[config.mk]
export PLATFORM = sky130hd
export DESIGN_NAME = dual_serial_controller_status_regs_core
export DESIGN_NICKNAME = d
export VERILOG_FILES = /design/src/rtl/core/dsc_pkg.sv /design/src/rtl/core/dsc_input_reg.sv /design/src/rtl/core/dsc_regs.sv /design/src/rtl/core/dsc_output_reg.sv /design/src/rtl/core/dual_serial_controller_status_regs_core.sv
export SDC_FILE = /design/constraint.sdc
export NUM_CORES = 1
export LEC_CHECK = 0
export BUFFER_PORTS_ARGS = -buffer_cell sky130_fd_sc_hd__buf_2
export CAP_MARGIN = 0
export CORE_ASPECT_RATIO = 1.75
export CORE_MARGIN = 3
export CORE_UTILIZATION = 50
export CTS_CLUSTER_SIZE = 30
export DETAILED_ROUTE_END_ITERATION = 10
export MAX_ROUTING_LAYER = met4
export PLACE_DENSITY = 0.71
export SLEW_MARGIN = 10
export SYNTH_ARGS = -nofsm -noshare
export SYNTH_HDL_FRONTEND = slang
export SYNTH_SLANG_ARGS = --single-unit
[constraint.sdc]
create_clock -name clock -period 4.9 [get_ports clock]
set_input_delay 0.735 -clock clock [delete_from_list [all_inputs] [get_ports clock]]
set_output_delay 0.735 -clock clock [all_outputs]
set_load 0.03 [all_outputs]
[src/rtl/core/dsc_pkg.sv]
`default_nettype none
// ----------------------------------------------------------------------------
// dsc_pkg
// Shared types and codes of the dual serial controller register block.
// ----------------------------------------------------------------------------
package dsc_pkg;

   // Request kinds carried in req_tuser
   localparam logic [1:0] REQ_READ  = 2'd0;
   localparam logic [1:0] REQ_WRITE = 2'd1;
   localparam logic [1:0] REQ_LINE  = 2'd2;

   // Register indexes
   localparam logic [3:0] REG_CMD     = 4'd0;
   localparam logic [3:0] REG_IE      = 4'd1;
   localparam logic [3:0] REG_VECTOR  = 4'd2;
   localparam logic [3:0] REG_SYNC    = 4'd3;
   localparam logic [3:0] REG_DATA    = 4'd8;
   localparam logic [3:0] REG_MASTER  = 4'd9;
   localparam logic [3:0] REG_EXTMASK = 4'd15;

   // Command field of register 0 (bits 5..3)
   localparam logic [2:0] CMD_POINT_HIGH = 3'd1;
   localparam logic [2:0] CMD_RESET_EXT  = 3'd2;

   // Fixed status bits: clear-to-send and the constant high bits
   localparam logic [7:0] STATUS_BASE = 8'h64;
   localparam logic [7:0] READ_ONE    = 8'h07;
   localparam logic [2:0] CODE_B      = 3'd1;
   localparam logic [2:0] CODE_A      = 3'd5;

   typedef struct packed {
      logic [1:0] req_type;
      logic [2:0] address;
      logic [7:0] data;
      logic       channel;
   } item_type;

   typedef struct packed {
      logic [7:0] read_data;
      logic       irq;
   } result_type;

   function automatic logic [7:0] status_byte(input logic cd, input logic hunt);
      status_byte = STATUS_BASE | {3'b000, hunt, cd, 3'b000};
   endfunction

endpackage
`default_nettype wire

[src/rtl/core/dsc_input_reg.sv]
`default_nettype none
// ----------------------------------------------------------------------------
// dsc_input_reg
// Input register: captures one request transfer and holds it until used.
// ----------------------------------------------------------------------------
module dsc_input_reg (
   input  wire logic              clock,
   input  wire logic              reset,
   input  wire logic              in_valid,
   output logic                   in_ready,
   input  wire dsc_pkg::item_type in_item,
   input  wire logic              step,
   output logic                   held_valid,
   output dsc_pkg::item_type      held_item
);

   logic              valid_ff, valid_in;
   dsc_pkg::item_type item_ff;

   assign in_ready   = !valid_ff || step;
   assign held_valid = valid_ff;
   assign held_item  = item_ff;

   always_comb begin
      valid_in = valid_ff;
      if (in_ready) begin
         valid_in = in_valid;
      end
   end

   always_ff @(posedge clock) begin
      if (reset) begin
         valid_ff <= 1'b0;
      end else begin
         valid_ff <= valid_in;
      end
   end

   always_ff @(posedge clock) begin
      if (in_ready && in_valid) begin
         item_ff <= in_item;
      end
   end

endmodule
`default_nettype wire

[src/rtl/core/dsc_regs.sv]
`default_nettype none
// ----------------------------------------------------------------------------
// dsc_regs
// Register file, status change detection and interrupt logic. One request
// is applied per step; the result is produced in the same cycle.
// ----------------------------------------------------------------------------
module dsc_regs (
   input  wire logic              clock,
   input  wire logic              reset,
   input  wire logic              step,
   input  wire dsc_pkg::item_type item,
   output dsc_pkg::result_type    result,
   output logic                   irq_level
);

   logic [3:0] ptr_ff, ptr_in;
   logic [7:0] vec_ff, vec_in;
   logic       mc_ff, mc_in;            // master control bit 4 (status high)
   logic [1:0] pend_ff, pend_in;        // bit 1 channel A, bit 0 channel B
   logic       irq_ff, irq_in;
   logic [1:0] cd_ff, cd_in;
   logic [1:0] hunt_ff, hunt_in;
   logic [1:0] prev_cd_ff, prev_cd_in;
   logic [1:0] prev_hunt_ff, prev_hunt_in;
   logic [1:0] lat_valid_ff, lat_valid_in;
   logic [1:0] lat_cd_ff, lat_cd_in;
   logic [1:0] lat_hunt_ff, lat_hunt_in;
   logic [1:0] ie_ff, ie_in;            // enable bit 0 of register 1
   logic [7:0] mask_ff [2];
   logic [7:0] mask_in [2];

   logic       ch;
   logic [3:0] sel;
   logic [7:0] rd;
   logic       check;
   logic       trig;
   logic [2:0] code;

   assign irq_level = irq_ff;

   always_comb begin
      ptr_in       = ptr_ff;
      vec_in       = vec_ff;
      mc_in        = mc_ff;
      pend_in      = pend_ff;
      irq_in       = irq_ff;
      cd_in        = cd_ff;
      hunt_in      = hunt_ff;
      prev_cd_in   = prev_cd_ff;
      prev_hunt_in = prev_hunt_ff;
      lat_valid_in = lat_valid_ff;
      lat_cd_in    = lat_cd_ff;
      lat_hunt_in  = lat_hunt_ff;
      ie_in        = ie_ff;
      mask_in      = mask_ff;
      rd           = 8'h00;
      check        = 1'b0;
      trig         = 1'b0;
      code         = dsc_pkg::CODE_B;

      ch  = (item.req_type == dsc_pkg::REQ_LINE) ? item.channel : item.address[1];
      sel = item.address[2] ? dsc_pkg::REG_DATA : ptr_ff;

      unique case (item.req_type)
         dsc_pkg::REQ_READ: begin
            check = 1'b1;
            if (!item.address[2]) begin
               ptr_in = 4'd0;
            end
            unique case (sel)
               dsc_pkg::REG_CMD: begin
                  if (lat_valid_ff[ch]) begin
                     rd               = dsc_pkg::status_byte(lat_cd_ff[ch], lat_hunt_ff[ch]);
                     lat_valid_in[ch] = 1'b0;
                  end else begin
                     rd = dsc_pkg::status_byte(cd_ff[ch], hunt_ff[ch]);
                  end
               end
               dsc_pkg::REG_IE: rd = dsc_pkg::READ_ONE;
               dsc_pkg::REG_VECTOR: begin
                  rd = vec_ff;
                  if (!ch && (pend_ff != 2'b00)) begin
                     // report channel B first, then A, and drop what was reported
                     if (pend_ff[0]) begin
                        code       = dsc_pkg::CODE_B;
                        pend_in[0] = 1'b0;
                     end else begin
                        code       = dsc_pkg::CODE_A;
                        pend_in[1] = 1'b0;
                     end
                     if (mc_ff) begin
                        rd = {vec_ff[7], code, vec_ff[3:0]};
                     end else begin
                        rd = {vec_ff[7:4], code, vec_ff[0]};
                     end
                  end
               end
               dsc_pkg::REG_SYNC: begin
                  if (ch) begin
                     rd = {4'b0000, pend_ff[1], 2'b00, pend_ff[0]};
                  end
               end
               dsc_pkg::REG_EXTMASK: rd = mask_ff[ch];
               default: rd = 8'h00;
            endcase
         end
         dsc_pkg::REQ_WRITE: begin
            check = 1'b1;
            if (!item.address[2]) begin
               ptr_in = 4'd0;
            end
            unique case (sel)
               dsc_pkg::REG_CMD: begin
                  ptr_in = {item.data[5:3] == dsc_pkg::CMD_POINT_HIGH, item.data[2:0]};
                  if (item.data[5:3] == dsc_pkg::CMD_RESET_EXT) begin
                     lat_valid_in[ch] = 1'b0;
                     pend_in[ch]      = 1'b0;
                  end
               end
               dsc_pkg::REG_IE:      ie_in[ch]   = item.data[0];
               dsc_pkg::REG_VECTOR:  vec_in      = item.data;
               dsc_pkg::REG_SYNC:    hunt_in[ch] = item.data[4];
               dsc_pkg::REG_MASTER: begin
                  mc_in = item.data[4];
                  if (item.data[7:6] == 2'b11) begin
                     // hardware reset command: restore everything
                     ptr_in       = 4'd0;
                     vec_in       = 8'h00;
                     mc_in        = 1'b0;
                     pend_in      = 2'b00;
                     cd_in        = 2'b11;
                     hunt_in      = 2'b00;
                     prev_cd_in   = 2'b11;
                     prev_hunt_in = 2'b00;
                     lat_valid_in = 2'b00;
                     ie_in        = 2'b00;
                     mask_in[0]   = 8'h00;
                     mask_in[1]   = 8'h00;
                  end
               end
               dsc_pkg::REG_EXTMASK: mask_in[ch] = item.data;
               default: ;
            endcase
         end
         dsc_pkg::REQ_LINE: begin
            check     = 1'b1;
            cd_in[ch] = |item.data;
         end
         default: ;
      endcase

      if (check) begin
         // only carrier (bit 3) and hunt (bit 4) can change in the status byte
         trig = ((cd_in[ch] ^ prev_cd_in[ch]) & mask_in[ch][3])
              | ((hunt_in[ch] ^ prev_hunt_in[ch]) & mask_in[ch][4]);
         if (trig) begin
            lat_valid_in[ch] = 1'b1;
            lat_cd_in[ch]    = cd_in[ch];
            lat_hunt_in[ch]  = hunt_in[ch];
            pend_in[ch]      = 1'b1;
         end
         prev_cd_in[ch]   = cd_in[ch];
         prev_hunt_in[ch] = hunt_in[ch];
         irq_in           = |(pend_in & ie_in);
      end

      result.read_data = rd;
      result.irq       = irq_in;
   end

   always_ff @(posedge clock) begin
      if (reset) begin
         ptr_ff       <= 4'd0;
         vec_ff       <= 8'h00;
         mc_ff        <= 1'b0;
         pend_ff      <= 2'b00;
         irq_ff       <= 1'b0;
         cd_ff        <= 2'b11;
         hunt_ff      <= 2'b00;
         prev_cd_ff   <= 2'b11;
         prev_hunt_ff <= 2'b00;
         lat_valid_ff <= 2'b00;
         ie_ff        <= 2'b00;
         mask_ff[0]   <= 8'h00;
         mask_ff[1]   <= 8'h00;
      end else if (step) begin
         ptr_ff       <= ptr_in;
         vec_ff       <= vec_in;
         mc_ff        <= mc_in;
         pend_ff      <= pend_in;
         irq_ff       <= irq_in;
         cd_ff        <= cd_in;
         hunt_ff      <= hunt_in;
         prev_cd_ff   <= prev_cd_in;
         prev_hunt_ff <= prev_hunt_in;
         lat_valid_ff <= lat_valid_in;
         ie_ff        <= ie_in;
         mask_ff      <= mask_in;
      end
   end

   // latched status value is only read while its valid bit is set
   always_ff @(posedge clock) begin
      if (step) begin
         lat_cd_ff   <= lat_cd_in;
         lat_hunt_ff <= lat_hunt_in;
      end
   end

endmodule
`default_nettype wire

[src/rtl/core/dsc_output_reg.sv]
`default_nettype none
// ----------------------------------------------------------------------------
// dsc_output_reg
// Result register: holds one result until the receiver takes the transfer.
// ----------------------------------------------------------------------------
module dsc_output_reg (
   input  wire logic                clock,
   input  wire logic                reset,
   input  wire logic                load,
   input  wire dsc_pkg::result_type load_result,
   output logic                     has_space,
   output logic                     out_valid,
   input  wire logic                out_ready,
   output dsc_pkg::result_type      out_result
);

   logic                valid_ff, valid_in;
   dsc_pkg::result_type result_ff;

   assign has_space  = !valid_ff || out_ready;
   assign out_valid  = valid_ff;
   assign out_result = result_ff;

   always_comb begin
      valid_in = valid_ff;
      if (load) begin
         valid_in = 1'b1;
      end else if (out_ready) begin
         valid_in = 1'b0;
      end
   end

   always_ff @(posedge clock) begin
      if (reset) begin
         valid_ff <= 1'b0;
      end else begin
         valid_ff <= valid_in;
      end
   end

   always_ff @(posedge clock) begin
      if (load) begin
         result_ff <= load_result;
      end
   end

endmodule
`default_nettype wire

[src/rtl/core/dual_serial_controller_status_regs_core.sv]
`default_nettype none
// ----------------------------------------------------------------------------
// dual_serial_controller_status_regs_core
// Two-channel serial controller register interface with external status
// interrupts.
// ----------------------------------------------------------------------------
// Usage:
//   req channel: one bus read, bus write or carrier line update per transfer.
//     req_tuser carries the request kind; req_tdata carries address, data
//     and line channel.
//   rsp channel: exactly one result per request, in order: the read byte
//     (zero for writes and line updates) and the interrupt level after it.
//   Path: a request taken into the input register is applied when the result
//   register has space, and its result is registered in the result register
//   at that edge; from there it transfers on the rsp channel.
//   Throughput is one request per cycle while rsp_tready is high, set by the
//   single register-update step between the input and result registers.
//   Stall: while rsp_tready is low the result holds, one more request waits
//   in the input register, and then req_tready drops.
//   Reset: synchronous and active high; both channel registers empty, all
//   controller registers at their reset values, carrier detect high.
// ----------------------------------------------------------------------------
module dual_serial_controller_status_regs_core (
   input  wire logic        clock,
   input  wire logic        reset,
   input  wire logic        req_tvalid,
   output logic             req_tready,
   input  wire logic [15:0] req_tdata,  // address[2:0], data[10:3], channel[11], zero
   input  wire logic [1:0]  req_tuser,  // req_type[1:0]
   output logic             rsp_tvalid,
   input  wire logic        rsp_tready,
   output logic [15:0]      rsp_tdata   // read_data[7:0], irq[8], zero
);

   dsc_pkg::item_type   req_item;
   dsc_pkg::item_type   held_item;
   dsc_pkg::result_type step_result;
   dsc_pkg::result_type out_result;
   logic                held_valid;
   logic                has_space;
   logic                step;
   logic                irq_level;

   assign req_item.req_type = req_tuser;
   assign req_item.address  = req_tdata[2:0];
   assign req_item.data     = req_tdata[10:3];
   assign req_item.channel  = req_tdata[11];

   // advance the held request when the result register can take its result
   assign step = held_valid && has_space;

   dsc_input_reg u_input_reg (
      .clock      (clock),
      .reset      (reset),
      .in_valid   (req_tvalid),
      .in_ready   (req_tready),
      .in_item    (req_item),
      .step       (step),
      .held_valid (held_valid),
      .held_item  (held_item)
   );

   dsc_regs u_regs (
      .clock     (clock),
      .reset     (reset),
      .step      (step),
      .item      (held_item),
      .result    (step_result),
      .irq_level (irq_level)
   );

   dsc_output_reg u_output_reg (
      .clock       (clock),
      .reset       (reset),
      .load        (step),
      .load_result (step_result),
      .has_space   (has_space),
      .out_valid   (rsp_tvalid),
      .out_ready   (rsp_tready),
      .out_result  (out_result)
   );

   assign rsp_tdata = {7'b0000000, out_result.irq, out_result.read_data};

`ifndef SYNTHESIS
   a_result_has_source: assert property (@(posedge clock) disable iff (reset)
      $rose(rsp_tvalid) |-> $past(step))
      else $error("result appeared without a processed request");

   a_irq_matches_level: assert property (@(posedge clock) disable iff (reset)
      step |=> (rsp_tdata[8] == irq_level))
      else $error("reported irq differs from interrupt level register");

   a_request_held: assert property (@(posedge clock) disable iff (reset)
      (req_tvalid && req_tready) |=> held_valid)
      else $error("accepted request was not held");

   a_no_result_overwrite: assert property (@(posedge clock) disable iff (reset)
      (rsp_tvalid && !rsp_tready) |-> !step)
      else $error("result overwritten while stalled");
`endif

endmodule
`default_nettype wire
==> metrics.md, run 1 <==
| Metric | Value |
|---|---|
| Outcome | `finished clean` |
| Mapped Area | `~3800 sq um` |
| Drt wl/cell | `17.5 um` |
| Crit path depth | `7` |
| Initial antenna violation count | `0` |
| Tcrit/Tclk final | `62.3%` |
| Critical Path Start | `u_input_reg.held_item[12]` |
| Chip width | `71.7 um` |
| Setup_tns | `0 ps` |
| Setup violators final | `0` |
| Fill cells | `685` |
| Io pins | `40` |
| Crit path DAT | `3080 ps` |
| CTS Root Cell | `clkbuf_16` |
| CP max stage cell | `mux2i_2` |
| Reg2reg end | `u_regs.lat_cd_ff[1]` |
| Antenna diode count | `0` |
| Hold path start | `u_regs.vec_ff[1]` |
| R2r setup slk | `1850 ps` |
| H-Tree Depth | `3` |
| CTS buffer count | `9` |
| Final wirelength | `~9.5 mm` |
| Setup CP Type | `flop to flop` |
| Fin nets | `476` |
| Ys async rst share | `0%` |
| Top-count cell post-synth | `nand2_1` |
| Area grow syn2layout | `11.0%` |
| Yosys top cell area share | `24.4%` |
| Pin count of the biggest net entering global routing | `43` |
| Worst Tran Pin Value | `945 ps` |
| Synth unique cells | `58` |
| Synthesized area per cell | `8.60 sq um` |
| Clock Sinks | `72` |
| Avg Vias per Cell | `~6.2` |
| Initial DRC count | `about 290` |
| Synthesis Warnings | `0` |
| CP endpoint | `u_regs.lat_cd_ff[1]` |
| Rows | `41` |
| GPL Wtd Cong | `0.897` |
| P per Cell Area | `346 nW/um^2` |
| EDFF count, synth | `26` |
| Worst hold path stage count | `2` |
| Leak Pwr | `1.45 nW` |
| Hold Slack | `roughly 450 ps` |
| Maximum vdd drop | `0.256 mV` |
| FF+latch count, synth | `72` |
| Hold WC Path Type | `flop to flop` |
| CP bufs+invs | `1` |
| Reg2Reg Depth | `7` |
| Reg2reg start | `u_input_reg.held_item[12]` |
| CP top delay family | `multiplexers` |
| Post-CTS Resized | `0` |
| Highest Clock Rate | `about 330 MHz` |
| Die area | `8670 sq um` |
| Area of the core | `about 7300 sq um` |
| Vias in the first global route | `3,160` |
| CTS tree | `yes` |
| Starting density of the core | `51.8%` |
| Clk pin slew, worst setup/hold paths | `approximately 50 ps` |
| GRT overflow | `0` |
| CTS Hold Bufs | `0` |
| Critical Path RT | `4920 ps` |
| FF+latch area | `1700 sq um` |
| Crit path cell chain | `inv_1 -> ha_1 -> mux2i_2 -> mux2_2 -> xor2_1 -> a22oi_4 -> nor2_1` |
| Area leader, netlist | `dfxtp_1` |
| DR DRC count | `0` |
| Max Root-Sink Buffers | `2` |
| Tot GR Track Use | `23.8%` |
| Worst-Skew Late Latency | `330 ps` |
| Drt first pass iters | `5` |
| Post-layout min period | `3050 ps` |
| Crit end category | `flop` |
| Layout cell share with drive strength beyond 1 | `13.0%` |
| Global-route wire length before repair | `roughly 15 mm` |
| Cells after synthesis | `439` |
| Worst-path maximum fanout | `17` |
| Max-capacitance violation count | `0` |
| Via count | `3,351` |
| Antenna viol nets, final | `0` |
| Main synth FF type | `dfxtp_1` |
| Slowest cell delay on critical path | `820 ps` |
| Sequential area share after synthesis | `around 45%` |
| IO Port Bufs | `27` |
| Area of the multi-input gates | `1900 sq um` |
| Startpoint Class | `flop` |
| Hold Fails Final Rpt | `0` |
| RSZ-0062 raised after global routing | `false` |
| Fin Clk Skew | `~4.4 ps` |
| Setup Fix Bufs, Post-CTS | `0` |
| Slew headroom | `35.8%` |
| Top cells by instance count after synthesis | `64 x nand2_1, 50 x nor2_1, 46 x dfxtp_1, 32 x a21oi_1, 26 x edfxtp_1` |
| Dominant cells by area after synthesis | `dfxtp_1 24%, edfxtp_1 21%, nand2_1 6.4%` |
| Die span in y | `121 um` |
| DP HPWL | `6.81 mm` |
| Max-slew violations | `0` |
power by group:
part / internal (mW) / switching [mW] / total [mW]
Clock: 0.441 / 0.229 / 0.670
Combinational: 0.0352 / 0.0879 / 0.123
Sequential: 0.636 / 0.0189 / 0.655
placed cells by master, fill, tap and decap left out, types with 3 or more instances in the layout:
cell / netlist / routed
nand2_1: 64 / 64
nor2_1: 50 / 50
dfxtp_1: 46 / 46
a21oi_1: 32 / 32
buf_2: 4 / 27
edfxtp_1: 26 / 26
o21ai_0: 23 / 23
nand3_1: 20 / 20
a22oi_1: 17 / 17
nor3_1: 11 / 11
a31oi_1: 10 / 10
inv_1: 9 / 9
clkbuf_16: 0 / 9
conb_1: 1 / 7
nor2b_1: 5 / 5
and2_1: 5 / 5
o211ai_1: 5 / 5
a32oi_1: 5 / 5
nand2b_1: 4 / 4
or3_1: 4 / 4
nand4_1: 4 / 4
o21ai_1: 4 / 4
a211oi_1: 4 / 4
o22ai_1: 4 / 4
mux2i_1: 5 / 4
ha_1: 4 / 4
o211ai_2: 3 / 3
cell type report:
cell class,count,area share (%)
clock inverters,5,1.73
well taps,86,2.57
flip-flops and latches,72,40.6
multi-input cells,330,45.3
repair buffers,28,3.40
clock buffers,11,5.55
inverters,9,0.806
state kept, by name, summed over array words and instances, names as in the netlist, 4 cells and up:
signal	flops
u_input_reg.held_item	13
u_output_reg.out_result	9
u_regs.mask_ff	16
u_regs.vec_ff	8
u_regs.ptr_ff	4
through the flow:
stage               setup slack [ps]  area, sq um  power (mW)  instances  util, %
floorplan                       2380         3800       0.757        445        -
global placement                1590         3890       0.787        525     53.3
detailed placement              1550         3890       0.789        525     53.3
CTS                             1840         4190        1.45        541     57.5
global route                    1590         4190        1.49        541     57.5
finish                          1850         4190        1.45        541     57.5
routing by layer:
layer	global-route usage, %	part of all wire (%)
met1	26.4	38
met2	37.3	50
met3	4.56	5.5
met4	17.4	6.4
met5	-	0
worst reg2reg max path, stage by stage, from the launching register on:
cell,delay [ps]
edfxtp_1,420
inv_1,100
ha_1,230
mux2i_2,820
mux2_2,470
xor2_1,350
a22oi_4,170
nor2_1,200
worst min path at each step:
stage,end,slack [ps]
after floorplan,u_regs.vec_ff[2],430
after global routing,u_regs.vec_ff[1],470
after global placement,u_regs.vec_ff[2],440
final,u_regs.vec_ff[1],450
after detailed placement,u_regs.vec_ff[1],440
after CTS,u_regs.vec_ff[1],450
cell families after synthesis:
family	count (synthesis)	share of synthesized area, %
muxes	7	1.92
other	1	0.0993
buffers and inverters	43	5.30
AOI/OAI and AO/OA	124	22.2
DFF	72	45.1
adders and majority gates	4	1.33
xor gates and xnor gates	2	0.464
and+or+nand+nor	186	23.7
(Power assumes the default switching activity.)
==> run 2, diff against run 1 <==
==> constraint.sdc (replaced) <==
create_clock -name clock -period 3.15 [get_ports clock]
set_input_delay 0.4725 -clock clock [delete_from_list [all_inputs] [get_ports clock]]
set_output_delay 0.4725 -clock clock [all_outputs]
set_load 0.03 [all_outputs]
==> metrics.md, run 2 (synthesis results as in run 1) <==
| Metric | Value |
|---|---|
| Maximum vdd drop | `0.384 mV` |
| Area grow syn2layout | `14.6%` |
| Max-slew violations | `0` |
| H-Tree Depth | `3` |
| Clk pin slew, worst setup/hold paths | `~50 ps` |
| Post-layout min period | `2700 ps` |
| Setup CP Type | `flop to flop` |
| Worst hold path stage count | `1` |
| Worst Tran Pin Value | `716 ps` |
| Die area | `between 8000 and 9000 sq um` |
| Critical Path RT | `approximately 3200 ps` |
| Setup violators final | `0` |
| Tcrit/Tclk final | `85.8%` |
| Worst-path maximum fanout | `13` |
| Place WS | `roughly 480 ps` |
| Global-route wire length before repair | `15.9 mm` |
| Final WS setup | `447 ps` |
| Leak Pwr | `1.54 nW` |
| Layout cell share with drive strength beyond 1 | `15.7%` |
| Total power | `about 2.4 mW` |
| Fin Clk Skew | `5.38 ps` |
| Hold Slack | `~310 ps` |
| Crit path DAT | `2730 ps` |
| Starting density of the core | `51.8%` |
| Clock Sinks | `a little over 70` |
| Via count | `3,404` |
| Post-Layout Cell Count | `~560` |
| DP HPWL | `~7.2 mm` |
| Crit end category | `flop` |
| Largest Register | `u_regs.mask_ff` |
| Die span in y | `121 um` |
| GRT overflow | `0` |
| Io pins | `40` |
| Antenna viol nets, final | `0` |
| Initial DRC count | `237` |
| RSZ-0062 raised after global routing | `false` |
| Max FFs per register | `16` |
| Setup_tns | `0 ps` |
| Most common cell after layout, fill and taps aside | `nand2_1` |
| Startpoint Class | `flop` |
| IO Port Bufs | `27` |
| Worst-Skew Late Latency | `340 ps` |
| Tot GR Track Use | `24.8%` |
| CTS buffer count | `9` |
| Antenna diode count | `0` |
| Outcome | `finished clean` |
| Post-CTS Resized | `0` |
| Pin count of the biggest net entering global routing | `42` |
| Area of the core | `~7300 sq um` |
| Max-capacitance violation count | `0` |
| CTS tree | `yes` |
| Fin nets | `491` |
| P per Cell Area | `545 nW/um^2` |
| Hold WC Path Type | `input pin to flop` |
| Inst Count DP | `540` |
| Final wirelength | `9.89 mm` |
| Core Util, Final | `59.4%` |
| Reg2Reg Depth | `9` |
| Vias in the first global route | `roughly 3,200` |
| Max Root-Sink Buffers | `2` |
| Initial antenna violation count | `0` |
| Setup Fix Bufs, Post-CTS | `0` |
| Rows | `between 40 and 50` |
| GPL Wtd Cong | `0.945` |
| Design Area, Final | `between 4000 and 5000 sq um` |
| CTS Root Cell | `clkbuf_16` |
| DR DRC count | `0` |
| Hold Fails Final Rpt | `0` |
| Post-place instance area | `4000 sq um` |
| Commonest non-fill, non-tap cells in the layout | `64 x nand2_1, 50 x nor2_1, 46 x dfxtp_1, 32 x a21oi_1, 27 x buf_2` |
| Chip width | `71.7 um` |
| Drt first pass iters | `6` |
| CTS Hold Bufs | `0` |
| Drt wl/cell | `~18 um` |
| Slew headroom | `a little over 50%` |
| Avg Vias per Cell | `6.12` |
| Highest Clock Rate | `370 MHz` |
==> run 2: cell count changes in the layout (fill, tap and decap cells not counted) <==
| cell | before | now |
|---|---|---|
| buf_4 | 1 | 16 |
| clkinv_2 | 1 | 0 |
| clkinv_1 | 2 | 0 |
| bufinv_16 | 2 | 3 |
| clkbuf_1 | 2 | 4 |
==> run 2: area by class of cell <==
class	count	area (sq um)
Sequential cell	72	1700
Tap cell	86	108
Timing Repair Buffer	43	255
Multi-Input combinational cell	330	1900
Clock inverter	3	90.1
Inverter	9	33.8
Fill cell	678	2960
Clock buffer	13	240
==> run 2: final timing paths <==
path / from / endpoint / slack [ps]
worst max-delay path: u_input_reg.held_item[12] / u_regs.lat_cd_ff[0] / 450
worst min-delay path: req_tdata[7] / u_input_reg.held_item[5] / 310
worst max register to register: u_input_reg.held_item[12] / u_regs.lat_cd_ff[0] / 450
worst min register to register: u_regs.vec_ff[2] / u_regs.vec_ff[2] / 450
==> run 2: where the power goes <==
part | leakage, nW | internal (mW) | switching, mW
logic | 0.762 | 0.0656 | 0.150
clock network | 0.158 | 0.774 | 0.359
registers | 0.618 | 0.990 | 0.0196
==> run 2: worst max-delay path: stages (launching register included) <==
cell and delay (ps):
edfxtp_1 410, inv_1 100, ha_1 240, mux2_2 490, nor4_1 320, a211o_1 190
a21oi_1 110, a22oi_4 240, a22oi_4 100, nor2_1 200
==> run 2: layer usage <==
| layer | wire [um] | track usage [%] | vias to the layer above |
|---|---|---|---|
| met2 | 5090 | 40.1 | 125 |
| met5 | 0 | - | - |
| met1 | 3690 | 26.2 | 1594 |
| met4 | 622 | 18.2 | 0 |
| li1 | - | - | 1643 |
| met3 | 491 | 5.39 | 42 |
